### config.mk
export PLATFORM = sky130hd
export DESIGN_NAME = pit_decide
export DESIGN_NICKNAME = d
export VERILOG_FILES = /design/src/rtl/pit_pkg.sv /design/src/rtl/pit_decide.sv
export SDC_FILE = /design/constraint.sdc
export NUM_CORES = 1
export LEC_CHECK = 0
export BUFFER_PORTS_ARGS = -buffer_cell sky130_fd_sc_hd__buf_2
export CORE_UTILIZATION = 50
export CTS_CLUSTER_SIZE = 30
export DETAILED_ROUTE_END_ITERATION = 7
export PLACE_DENSITY = 0.71
export SKIP_CTS_REPAIR_TIMING = 1
export SLEW_MARGIN = 5
export SYNTH_ARGS = -nofsm -noshare
export SYNTH_HDL_FRONTEND = slang
export SYNTH_SLANG_ARGS = --single-unit
### constraint.sdc
create_clock -name clk -period 5.8 [get_ports clk]
set_input_delay 0.29 -clock clk [delete_from_list [all_inputs] [get_ports clk]]
set_output_delay 0.29 -clock clk [all_outputs]
set_load 0.05 [all_outputs]
### src/rtl/pit_pkg.sv
package pit_pkg;

  localparam int CoordW = 16;
  localparam int DiffW  = CoordW + 1;
  localparam int ProdW  = 2 * DiffW;
  localparam int CrossW = ProdW + 1;
  localparam int SumW   = CrossW + 1;

  typedef struct packed {
    logic signed [CoordW-1:0] ax;
    logic signed [CoordW-1:0] ay;
    logic signed [CoordW-1:0] bx;
    logic signed [CoordW-1:0] by;
    logic signed [CoordW-1:0] cx;
    logic signed [CoordW-1:0] cy;
    logic signed [CoordW-1:0] px;
    logic signed [CoordW-1:0] py;
  } query_t;

  typedef struct packed {
    logic inside_res;
    logic degenerate;
  } result_t;

  // edge vectors of c and b, and the vector to point p, all relative to vertex a
  typedef struct packed {
    logic signed [DiffW-1:0] v0x;
    logic signed [DiffW-1:0] v0y;
    logic signed [DiffW-1:0] v1x;
    logic signed [DiffW-1:0] v1y;
    logic signed [DiffW-1:0] v2x;
    logic signed [DiffW-1:0] v2y;
  } diff_t;

  // the six partial products of the three cross products
  typedef struct packed {
    logic signed [ProdW-1:0] k_p;
    logic signed [ProdW-1:0] k_n;
    logic signed [ProdW-1:0] a_p;
    logic signed [ProdW-1:0] a_n;
    logic signed [ProdW-1:0] b_p;
    logic signed [ProdW-1:0] b_n;
  } prod_t;

  typedef struct packed {
    logic signed [CrossW-1:0] k;
    logic signed [CrossW-1:0] a;
    logic signed [CrossW-1:0] b;
  } cross_t;

  typedef struct packed {
    logic                     degen;
    logic signed [CrossW-1:0] k;
    logic signed [CrossW-1:0] a;
    logic signed [CrossW-1:0] b;
  } norm_t;

  // handshake between pipeline stages
  typedef struct packed {
    logic valid;
  } fwd_t;

endpackage

### src/rtl/pit_decide.sv
module pit_decide
  import pit_pkg::*;
(
  input  logic    clk,
  input  logic    rst,
  input  fwd_t    in_fwd,
  output logic    in_ready,
  input  cross_t  in_data,
  output logic    out_valid,
  input  logic    out_ready,
  output result_t out_data
);

  logic              nvalid;
  logic              nready;
  norm_t             norm;
  logic              neg;
  logic signed [SumW-1:0] sum_ab;
  logic signed [SumW-1:0] k_ext;

  assign nready   = !out_valid || out_ready;
  assign in_ready = !nvalid || nready;
  assign neg      = in_data.k[CrossW-1];

  // orientation stage: flip signs so that k is not negative
  always_ff @(posedge clk) begin
    if (rst) begin
      nvalid <= 1'b0;
    end else if (in_ready) begin
      nvalid <= in_fwd.valid;
    end
  end

  always_ff @(posedge clk) begin
    if (in_ready && in_fwd.valid) begin
      norm.degen <= (in_data.k == '0);
      norm.k     <= neg ? -in_data.k : in_data.k;
      norm.a     <= neg ? -in_data.a : in_data.a;
      norm.b     <= neg ? -in_data.b : in_data.b;
    end
  end

  // range compare, result register
  assign sum_ab = SumW'(norm.a) + SumW'(norm.b);
  assign k_ext  = SumW'(norm.k);

  always_ff @(posedge clk) begin
    if (rst) begin
      out_valid <= 1'b0;
    end else if (nready) begin
      out_valid <= nvalid;
    end
  end

  always_ff @(posedge clk) begin
    if (nready && nvalid) begin
      out_data.degenerate <= norm.degen;
      out_data.inside_res <= !norm.degen && !norm.a[CrossW-1] && !norm.b[CrossW-1]
                             && (sum_ab <= k_ext);
    end
  end

endmodule

# After elaboration in Yosys (flattened, before gate mapping)
# Index checks and enable logic that the tools add are counted.
[totals]
ff_bits = 110
latchBits = 0
ram_bits = 0
romBits = 0
wordCells = 30
n_memories = 0
[op_classes]
add_sub_neg = 4
multipliers = 0
div_mod_pow = 0
magnitude_cmp = 1
eq_ne = 0
shifts = 0
n_mux = 3
bitwise_logic = 0
reduce_logical = 13
[op_table]
columns = ["operator", "count"]
rows = [
  ["$neg 35->35", 3],
  ["$mux 35", 2],
  ["$add 35x35->36", 1],
  ["$le 36x35->1", 1],
  ["$logic_not 35->1", 1],
  ["$mux 34", 1],
  ["$logic_and 1x1->1", 5],
  ["$logic_not 1->1", 5],
  ["$logic_or 1x1->1", 2],
]

# Longest topological paths before layout
# Gate-level depths: netlist of run 1.
[depth]
depth_word = 4
ltp_mapped = 19

# Worst setup path before layout of run 1
# No wires, ideal clock.
[synth_timing]
path_kind = "register to register"
from = "reg norm[9] (netlist bit)"
to = "reg out_data[1] (netlist bit) (data pin)"
arrival_ns = 3.977
slack_ns = 1.567
path_stages_with_launch = 17
path_buffers = 0
synth_period_minus_slack_ns = 4.233
cell_sequence = "edfxtp_1 ha_1 and4_1 or3_1 or3_1 o32ai_1 o21ai_0 a31oi_1 or4b_2 nand3_1 ha_1 nand4_1 nor4_1 nand3_1 o211ai_1 o221ai_1 o211a_1"
[synth_via]
elab_chain_len = 3
[synth_lines]
columns = ["element", "line_no", "rtl"]
rows = [
  ["start: declaration", "pit_decide.sv:16", "norm_t norm;"],
  ["$add 35x35->36", "pit_decide.sv:44", "assign sum_ab = SumW'(norm.a) + SumW'(norm.b);"],
  ["$le 36x35->1", "pit_decide.sv:59", "&& (sum_ab <= k_ext);"],
  ["$logic_and 1x1->1", "pit_decide.sv:59", ""],
  ["end: declaration", "pit_decide.sv:11", "output result_t out_data"],
]
# No other way between the ends.
# A chain may end at the register's enable or synchronous reset.

# Worst setup path in the final report of run 1
[layout_timing]
from = "reg norm[10] (netlist bit)"
to = "reg out_data[1] (netlist bit) (data pin)"
# Same word-level chain as after synthesis.

==> results summary, run 1 <==
By instance count, the leading cell after synthesis is sky130_fd_sc_hd__xnor2_1. Setup repair after global routing left no endpoint under its margin. The antenna cell count came out at 0.

The via count of the first global-routing pass is 5777. The flip-flop and latch count after synthesis is 110. The total nets after synthesis came out at 1005. The full die area came out at 17000 µm².

The largest fanout of any net on the critical path is 8. The via-per-instance ratio is 5.59. The H-tree was split into 3 levels. The number of antenna violations at the first check in global routing is 0. The worst-case clock buffer depth came out at 2. The average cell area after synthesis is 10.0 µm².

The leakage dissipation is 3.74 nW. The final hold violation count came out at 0. The number of I/O pins came out at 113. The number of distinct standard cells referenced by the synthesized netlist came out at 59. The required time of the worst setup path came out at 5910 ps. Wires add up to 17400 µm. For this run the aggregate overflow at the end of global routing stands at 0. For the finished layout, the period the worst path requires is 4740 ps. The commonest cells after synthesis are sky130_fd_sc_hd__xnor2_1 (119), sky130_fd_sc_hd__edfxtp_1 (108), sky130_fd_sc_hd__ha_1 (74), sky130_fd_sc_hd__a21oi_1 (54), sky130_fd_sc_hd__inv_1 (54).

The sort of element at the start of the critical path is a flip-flop. The clock latency on the worst-skew pair is 350 ps. The count of port buffers added during placement is 112. The maximum clock skew at final layout is 4.58 ps.

The combined area of all synthesized cells came out at 8220 µm². The run finished with clean final reports. The violation count after the first detailed-routing iteration is 300.

The arrival time reported for the critical path endpoint came out at 4850 ps. In the synthesized netlist the dominant register cell turns out to be sky130_fd_sc_hd__edfxtp_1. In the finished design, the share of the clock period the worst path needs comes to 81.7%. The number of buffers created by CTS came out at 9. The floorplan step set the die width to 130 µm.

The critical setup path kind is flip-flop to flip-flop. The async set or reset register ratio after synthesis is 0%. The critical path starts at norm[10].

Global routing used 21.3% of the available tracks across all layers. The ratio of cells with drive above 1 in the final layout came out at 15.9%. The wire length per cell after detailed routing came out at 15.2 µm. The largest stage delay on the critical path came out at 400 ps.

The floorplan has 46 rows. The via count came out at 6403. The number of enable-type register cells in the synthesized netlist came out at 108. The measured slew at the worst slew-check pin came out at 973 ps. The clock slew seen by the registers of the worst setup and hold paths came out at 70 ps. The number of setup violations in the final report came out at 0.

The power per cell area is 256 nW/µm². The kind of cell with the highest combined delay along the critical path is simple AND/OR/NAND/NOR gates. The synthesized instance count is 821. The sum of negative setup slack is 0 ps. The tree is rooted in a sky130_fd_sc_hd__clkbuf_16. In this run the critical register-to-register path is launched from norm[10]. The number of buffer and inverter stages on the critical path came out at 0. Including well taps, the total number of placed cells is 1130.

The end-of-flow core utilization came out at 58.3%. The detailed-router iteration count before antenna repair came out at 5. The initial utilization of the core area, before any placement, comes to 51.6%. The total of warnings raised by yosys is 0. The total half-perimeter wirelength after legalization and detailed placement came out at 13600 µm.

The maximum operating frequency is 211 MHz. The core region area came out at 15900 µm². TritonCTS built the clock tree. The area overhead of the layout relative to synthesis is 13.1%. After synthesis, flip-flops and latches occupy 39.9% of the total area.

The antenna violation net count after detailed routing came out at 0. The count of unresolved DRC violations after routing came out at 0. sky130_fd_sc_hd__edfxtp_1 takes more of the synthesized area than any other cell. The first-pass GRT wire length came out at 28100 µm. Total power for the finished layout comes to 2.38 mW. The TritonCTS sink count is 110. The critical path's slowest cell is sky130_fd_sc_hd__ha_1. The placer congestion estimate is 0.918.

The die extent in y came out at 130 µm. The signal on the critical path passes through ha_1 -> and4_1 -> or3_1 -> or3_1 -> o32ai_1 -> o21ai_0 -> a31oi_1 -> or4b_2 -> nand3_1 -> ha_1 -> nand4_1 -> nor4_1 -> nand3_1 -> o211ai_1 -> o221ai_1 -> o211a_1. The max-cap violation count is 0. The post-route non-filler standard cell count came out at 1146. The number of nets at the end of the flow came out at 1109.

The worst setup path is captured at a flip-flop. Ranked by total cell area, the synthesized netlist is headed by sky130_fd_sc_hd__edfxtp_1 (39%), sky130_fd_sc_hd__xnor2_1 (13%), sky130_fd_sc_hd__ha_1 (11%). The max-slew headroom at the worst pin is 35.1%. The final count of pins violating max slew came out at 0. In this run the worst hold path is classified as primary input to flip-flop. The hold path startpoint is rst.

The largest net degree at the start of global routing is 60. The area share of the largest cell type after synthesis is 39.4%. The worst-case IR drop observed on VDD is 157 µV.
## stage by stage
step           area [µm²]  setup WS, ps  hold WS (ps)
5_1_grt              9300           814          95.4
4_1_cts              9300          1080          91.8
6_report             9300          1060           100
2_1_floorplan        8220          1570           362
3_3_place_gp         8990          1240           445
3_5_place_dp         8990          1090           447
## worst reg2reg max path: cells and delay by family, from the launching register on
family | cells | cell delay [ps]
compound gates | 6 | 1480
simple gates | 8 | 1910
fa+ha+maj | 2 | 710
flops | 1 | 380
## cells in the final DEF, fill, tap and decap left out, drive strengths merged, types with 3 or more instances in the layout
master and count:
nor3 19, o31ai 33, or4 14, nor2b 6
a21oi 54, o41ai 14, or3 14, o21a 6
clkbuf 9, nand4 17, xnor2 119, o31a 3
xor2 10, ha 74, nand2b 10, a21o 26
o21ai 51, buf 114, and3 5, nand3 17
nor2 34, edfxtp 108, nand2 53, inv 57
o21bai 7, or2 7, a31oi 7, and2 5
nor4 5
## flip-flops by register name, indices dropped and copies added (netlist names)
signal and flops:
norm 71, out_valid 1, out_data 2, k_ext 35
nvalid 1
## report_power, final
group	switching [mW]	leakage [nW]	internal, mW
registers	0.0225	1.07	0.956
clock network	0.288	0.146	0.340
logic	0.438	2.53	0.338
total	0.748	3.74	1.63
## final timing paths
check                      to  depth (start not counted)  slack [ps]
setup / recovery  out_data[1]                         16        1060
hold / removal         nvalid                          2         100
setup reg to reg  out_data[1]                         16        1060
hold reg to reg   out_data[0]                          0         460
## metal layers
| layer | global-route usage (%) | wire, µm |
|---|---|---|
| met1 | 32.4 | 8980 |
| met3 | 2.50 | 865 |
| met2 | 31.5 | 7360 |
| met5 | 0 | 0 |
| met4 | 6.70 | 218 |
## cells by family (layout without fill, tap and decap cells)
| family | Yosys count | after routing | synth area share, % |
|---|---|---|---|
| AOI/OAI and AO/OA | 218 | 218 | 17.5 |
| and+or+nand+nor | 214 | 214 | 13.9 |
| xor gates and xnor gates | 129 | 129 | 13.7 |
| DFF | 110 | 110 | 39.9 |
| adders and majority gates | 75 | 75 | 11.5 |
| buffers and inverters | 75 | 184 | 3.42 |
## final cells by class
| class | count | area (µm²) |
|---|---|---|
| clock buffer | 9 | 225 |
| clock inverter | 7 | 78.8 |
| fill | 1397 | 6650 |
| inverter | 54 | 203 |
| multi-input combinational | 636 | 4660 |
| sequential | 110 | 3280 |
| tap | 216 | 270 |
| timing repair buffer | 114 | 576 |
Power figures use the tool's default switching activity.
==> run 2, diff against run 1 <==
--- a/config.mk
+++ b/config.mk
@@ -9,7 +9,7 @@
 export CORE_UTILIZATION = 50
 export CTS_CLUSTER_SIZE = 30
 export DETAILED_ROUTE_END_ITERATION = 7
-export PLACE_DENSITY = 0.71
+export PLACE_DENSITY = 0.74
 export SKIP_CTS_REPAIR_TIMING = 1
 export SLEW_MARGIN = 5
 export SYNTH_ARGS = -nofsm -noshare
==> constraint.sdc (replaced) <==
create_clock -name clk -period 4.2 [get_ports clk]
set_input_delay 0.21 -clock clk [delete_from_list [all_inputs] [get_ports clk]]
set_output_delay 0.21 -clock clk [all_outputs]
set_load 0.05 [all_outputs]
==> results summary, run 2 (synthesis gave the netlist of run 1 again) <==
The flow ran to the end, and the final reports show no timing, DRC or antenna violations. The first-pass GRT wire length came out at 28400 µm (+1.2%). The critical setup path kind is flip-flop to flip-flop. The via count of the first global-routing pass came to 6049 (+4.7%). The count of unresolved DRC violations after routing is 0 (unchanged). The total half-perimeter wirelength after legalization and detailed placement is 14000 µm (+3.3%). The full die area is 17000 µm² (unchanged).

The starting density of the core is 51.6% (unchanged). The most common cell after layout, fill and taps aside is sky130_fd_sc_hd__xnor2_1. The library cells used most frequently in the layout, excluding fill and tap cells, are sky130_fd_sc_hd__xnor2_1 (119), sky130_fd_sc_hd__buf_2 (112), sky130_fd_sc_hd__edfxtp_1 (108). The end-of-flow core utilization is 60.3% (+2.0 points). The number of I/O pins came out at 113 (unchanged). The max-cap violation count came out at 0 (unchanged). The worst IR drop on VDD came out at 222 µV (+42%). The die extent in y is 130 µm (unchanged). The final count of pins violating max slew is 0 (unchanged). The worst-case clock buffer depth is 2 (unchanged). The number of setup violations in the final report came out at 0 (unchanged).

The maximum operating frequency was 248 MHz (+17%). The TritonCTS sink count is 110 (unchanged). The detailed-router iteration count before antenna repair is 4 (-1). The sum of overflow across all layers after global routing is 0 (unchanged). The via count came out at 6533 (+2.0%). The wire length per cell after detailed routing came out at 15.1 µm (-0.43%). The antenna cell count is 0 (unchanged). The type of destination of the critical path is a flip-flop. The max-slew headroom at the worst pin is 45.3% (+10 points). The placer congestion estimate is 0.889 (-3.1%). The via-per-instance ratio came to 5.56 (-0.49%).

The post-placement worst setup slack came out at -239 ps (-1330 ps). The count of port buffers added during placement is 112 (unchanged). The area overhead of the layout relative to synthesis is 16.9%.

Setup repair after global routing could not meet its margin everywhere. The arrival time reported for the critical path endpoint is 4150 ps (-700 ps). The largest net degree at the start of global routing is 42 (-30%).

The ratio of cells with drive above 1 in the final layout came out at 19.7% (+3.8 points). The worst setup path is launched from a flip-flop. The antenna violation net count after detailed routing came to 0 (unchanged).

The clock period minus worst slack came out at 4040 ps (-698 ps). The standard-cell row count is 46 (unchanged). The number of buffers created by CTS was 9 (unchanged). The maximum clock skew at final layout came out at 5.44 ps (+0.866 ps). The cell sitting at the root of the clock tree is a sky130_fd_sc_hd__clkbuf_16. Ranked by flip-flop count, first place goes to norm. The area of all placed cells without fillers is 9620 µm² (+3.4%). The clock latency on the worst-skew pair came to 350 ps (about the same). The width of the die was 130 µm (unchanged). TritonCTS built the clock tree. The number of antenna violations at the first check in global routing is 0 (unchanged).

The wire length after detailed routing is 17800 µm (+2.1%). The largest fanout of any net on the critical path is 3 (-5). The clock slew seen by the registers of the worst setup and hold paths is 70 ps (about the same).

The power per cell area was 349 nW/µm² (+36%). The overall fraction of global-route tracks in use was 21.4% (+0.062 points). The required time of the worst setup path came out at 4310 ps (-1600 ps). The measured slew at the worst slew-check pin came out at 813 ps (-161 ps). In this run the worst hold path is classified as primary input to flip-flop. The violation count after the first detailed-routing iteration is 426 (+42%).

The core region area is 15900 µm² (unchanged). The level count of the clock H-tree is 3 (unchanged). The leakage dissipation is 3.88 nW (+3.7%). The flip-flop count of the largest register after layout came out at 71 (unchanged). The period utilization is 96.2% (+15 points).

The post-placement cell area is 9200 µm² (+2.3%). The least setup slack across all paths after layout is 161 ps (-902 ps). The fill cell instance count of the final layout came out at 1381 (-1.1%). The number of nets at the end of the flow came to 1138 (+2.6%). The final hold violation count is 0 (unchanged).
run 2: layout make-up:
class / instances / area (µm²) / share of cell area (%)
tap: 216 / 270 / 2.81
sequential: 110 / 3280 / 34.1
timing repair buffer: 143 / 793 / 8.25
clock buffer: 10 / 229 / 2.38
clock inverter: 6 / 62.6 / 0.651
multi-input combinational: 636 / 4780 / 49.7
inverter: 54 / 203 / 2.11
run 2: metal layers:
metal	wire [µm]	vias to the layer above	share of wire (%)	GRT usage (%)
met3	795	14	4.5	3.53
li1	-	3326	-	-
met1	8950	3047	50	31.2
met2	7840	146	44	32.9
met4	200	0	1.1	5.54
met5	0	-	0	0
run 2: final timing paths:
path / start / end / slack [ps] / depth (start not counted)
hold / removal: rst / out_valid / 30 / 2
hold reg to reg: norm[105] / out_data[0] / 470 / 0
setup / recovery: norm[44] / out_data[1] / 160 / 16
setup reg to reg: norm[44] / out_data[1] / 160 / 16
run 2: power breakdown:
part	internal (mW)	switching [mW]	leakage [nW]	total [mW]
logic	0.531	0.629	2.67	1.16
clock network	0.461	0.381	0.138	0.842
registers	1.32	0.0333	1.07	1.35
run 2: metrics by stage:
stage	std cells	setup TNS (ps)	total power [mW]	hold slack, ps
floorplan	821	0	2.14	282
global placement	1158	-88.2	2.46	388
detailed placement	1158	-239	2.48	394
CTS	1174	-247	3.32	16.8
global route	1175	-66.9	3.55	20.5
finish	1175	0	3.36	28.4
run 2: critical path, cell delays in order, from the launching register on:
cell,delay [ps]
sky130_fd_sc_hd__edfxtp_1,430
sky130_fd_sc_hd__ha_4,270
sky130_fd_sc_hd__and3_4,190
sky130_fd_sc_hd__or3_4,390
sky130_fd_sc_hd__or3_4,390
sky130_fd_sc_hd__o32ai_4,150
sky130_fd_sc_hd__o21ai_2,100
sky130_fd_sc_hd__a31oi_1,210
sky130_fd_sc_hd__or4b_2,150
sky130_fd_sc_hd__nand3_1,80
sky130_fd_sc_hd__ha_1,310
sky130_fd_sc_hd__nand4_1,140
sky130_fd_sc_hd__nor4_2,340
sky130_fd_sc_hd__nand3_1,130
sky130_fd_sc_hd__o211ai_1,240
sky130_fd_sc_hd__o221ai_1,140
sky130_fd_sc_hd__o211a_1,140
==> run 3, diff against run 2 <==
--- a/config.mk
+++ b/config.mk
@@ -6,9 +6,11 @@
 export NUM_CORES = 1
 export LEC_CHECK = 0
 export BUFFER_PORTS_ARGS = -buffer_cell sky130_fd_sc_hd__buf_2
+export CORE_ASPECT_RATIO = 0.9
 export CORE_UTILIZATION = 50
 export CTS_CLUSTER_SIZE = 30
 export DETAILED_ROUTE_END_ITERATION = 7
+export MAX_ROUTING_LAYER = met4
 export PLACE_DENSITY = 0.74
 export SKIP_CTS_REPAIR_TIMING = 1
 export SLEW_MARGIN = 5
==> constraint.sdc (replaced) <==
create_clock -name clk -period 4.2 [get_ports clk]
set_input_delay 0.42 -clock clk [delete_from_list [all_inputs] [get_ports clk]]
set_output_delay 0.42 -clock clk [all_outputs]
set_load 0.05 [all_outputs]
==> results summary, run 3 (synthesis gave the netlist of run 1 again) <==
The run finished with clean final reports. The arrival time reported for the critical path endpoint came out at 4220 ps (+70 ps). The reg-to-reg endpoint is out_data[1]. The count of cells along the worst register-to-register path came out at 17 (+1).

The standard-cell row count is 44 (-4.3%). The number of buffer and inverter stages on the critical path came out at 1 (+1). The die extent in y came out at 124 µm (-5.1%). The antenna cell count came out at 0 (unchanged). The worst setup slack for register-to-register paths came out at 90 ps (-70 ps). The count of port buffers added during placement came out at 112 (unchanged). The hold path startpoint is rst. Grouping stages by cell kind, the critical path spends the most delay in simple AND/OR/NAND/NOR gates. The overall fraction of global-route tracks in use came out at 22.8% (+1.4 points). The largest stage delay on the critical path came out at 420 ps (about the same). The final hold violation count came out at 0 (unchanged).

The via count of the first global-routing pass is 6062 (+0.21%). The worst hold-check slack came out at 232 ps (+204 ps). The ratio of cells with drive above 1 in the final layout is 21.5% (+1.8 points). The tree is rooted in a sky130_fd_sc_hd__clkbuf_16.

The end-of-flow core utilization came out at 60.0% (-0.31 points). The leakage dissipation came out at 3.93 nW (+1.1%). The core region area is 16100 µm² (+1.2%). Relative to the synthesized area, the layout overhead comes to 17.7%. The total half-perimeter wirelength after legalization and detailed placement is 14300 µm (+2.3%). Setup repair after global routing could not meet its margin everywhere. The maximum clock skew at final layout came out at 6.47 ps (+1.03 ps). The clock latency on the worst-skew pair came out at 350 ps (about the same).

The fill cell instance count of the final layout came out at 1381 (unchanged). The maximum operating frequency is 243 MHz (-1.8%). The worst IR drop on VDD came out at 230 µV (+3.7%). The number of setup violations in the final report came out at 0 (unchanged). The area of the multi-input gates is 4810 µm² (+0.68%).

The max-slew headroom at the worst pin is 46.3% (+1.0 points). For hold timing, the worst endpoint is out_valid. The post-route non-filler standard cell count came out at 1174 (-0.085%). The first-pass GRT wire length came out at 29200 µm (+2.7%). The placer congestion estimate is 0.890 (+0.17%).

The critical path's slowest cell is sky130_fd_sc_hd__edfxtp_1. The TritonCTS sink count is 110 (unchanged). The detailed-router iteration count before antenna repair came out at 5 (+1). The worst setup path is captured at a flip-flop. The antenna violation net count after detailed routing is 0 (unchanged).

The power per cell area is 345 nW/µm² (-1.2%). The starting density of the core came out at 51.0% (-0.60 points). The post-placement worst setup slack came out at -218 ps (+20.3 ps). The width of the die came out at 137 µm (+5.3%). The measured slew at the worst slew-check pin was 798 ps (-14.9 ps). The clock period minus worst slack is 4110 ps (+72.5 ps). The largest fanout of any net on the critical path is 3 (unchanged). The wire length after detailed routing came out at 18000 µm (+1.4%). TritonCTS built the clock tree. The number of antenna violations at the first check in global routing is 0 (unchanged). The register area was 3280 µm² (unchanged).

The sum of overflow across all layers after global routing came to 0 (unchanged). The count of unresolved DRC violations after routing came out at 0 (unchanged). The count of placed standard cells including taps is 1154 (-0.35%). The via-per-instance ratio is 5.60 (+0.77%). The least setup slack across all paths after layout came out at 88.2 ps (-72.5 ps).

The violation count after the first detailed-routing iteration came out at 388 (-8.9%). The full die area is 17000 µm² (about the same). The wire length per cell after detailed routing is 15.4 µm (+1.5%). Traced cell by cell, the critical path runs through ha_4 -> and4_4 -> or3_4 -> or3_1 -> o32ai_2 -> o21ai_2 -> a31oi_2 -> buf_4 -> o21bai_1 -> a32oi_1 -> ha_1 -> nand4_1 -> nor4_2 -> nand3_1 -> o211ai_1 -> o221ai_1 -> o211a_1.

The number of stages on the worst hold path is 2 (unchanged). The level count of the clock H-tree is 3 (unchanged). The worst register-to-register path begins at norm[9].

The library cell used most frequently in the layout, excluding fill and tap cells, is sky130_fd_sc_hd__xnor2_1. The number of nets at the end of the flow came out at 1146 (+0.70%). The worst setup path is launched from a flip-flop. The number of I/O pins is 113 (unchanged). The largest register by flop count is norm. The final total power is 3.34 mW (-0.60%). The flip-flop count of the largest register after layout is 71 (unchanged).

The required time of the worst setup path came to 4310 ps (about the same). In the layout the commonest cells are sky130_fd_sc_hd__xnor2_1 (118), sky130_fd_sc_hd__buf_2 (112), sky130_fd_sc_hd__edfxtp_1 (108). The max-cap violation count came out at 0 (unchanged). The number of buffers created by CTS is 9 (unchanged). The min-delay analysis places its worst path in the category primary input to flip-flop. The clock slew seen by the registers of the worst setup and hold paths is 70 ps (about the same). The via count came out at 6578 (+0.69%). The critical path in this run is classified as flip-flop to flip-flop. The final count of pins violating max slew is 0 (unchanged). The period utilization came to 97.9% (+1.7 points).

The worst-case clock buffer depth was 2 (unchanged). The largest net degree at the start of global routing is 45 (+7.1%).
==> run 3: routing by layer <==
layer  part of all wire [%]  global-route usage (%)  up-vias
li1                       -                       -     3339
met1                     50                    32.4     3025
met2                     43                    33.7      190
met3                    5.4                    2.89       24
met4                    2.0                    7.35        0
met5                      0                       -        -
==> run 3: layout make-up <==
type / count / area share, %
multi-input cells: 636 / 49.7
flip-flops and latches: 110 / 33.9
repair buffers: 151 / 8.82
well taps: 207 / 2.68
clock buffers: 10 / 2.37
inverters: 54 / 2.09
clock inverters: 6 / 0.452
==> run 3: how the worst max path moves through the flow <==
| stage | startpoint | end | slack, ps | depth (start not counted) |
|---|---|---|---|---|
| floorplan | norm[9] | out_data[1] | 10 | 16 |
| global placement | norm[0] | out_data[1] | -80 | 18 |
| detailed placement | norm[0] | out_data[1] | -220 | 18 |
| CTS | norm[0] | out_data[1] | -260 | 18 |
| global route | norm[0] | out_data[1] | -80 | 18 |
| finish | norm[9] | out_data[1] | 90 | 17 |
==> run 3: power breakdown <==
| part | leakage [nW] | total [mW] | internal [mW] | switching [mW] |
|---|---|---|---|---|
| Combinational | 2.72 | 1.19 | 0.546 | 0.640 |
| Clock | 0.135 | 0.795 | 0.407 | 0.388 |
| Sequential | 1.07 | 1.35 | 1.32 | 0.0344 |
| Total | 3.93 | 3.34 | 2.27 | 1.06 |
==> run 3: stage by stage <==
step           TNS [ps]  area (µm²)
6_report              0        9680
5_1_grt           -77.6        9680
4_1_cts            -259        9500
3_5_place_dp       -218        9230
3_3_place_gp      -83.6        9230
2_1_floorplan         0        8220
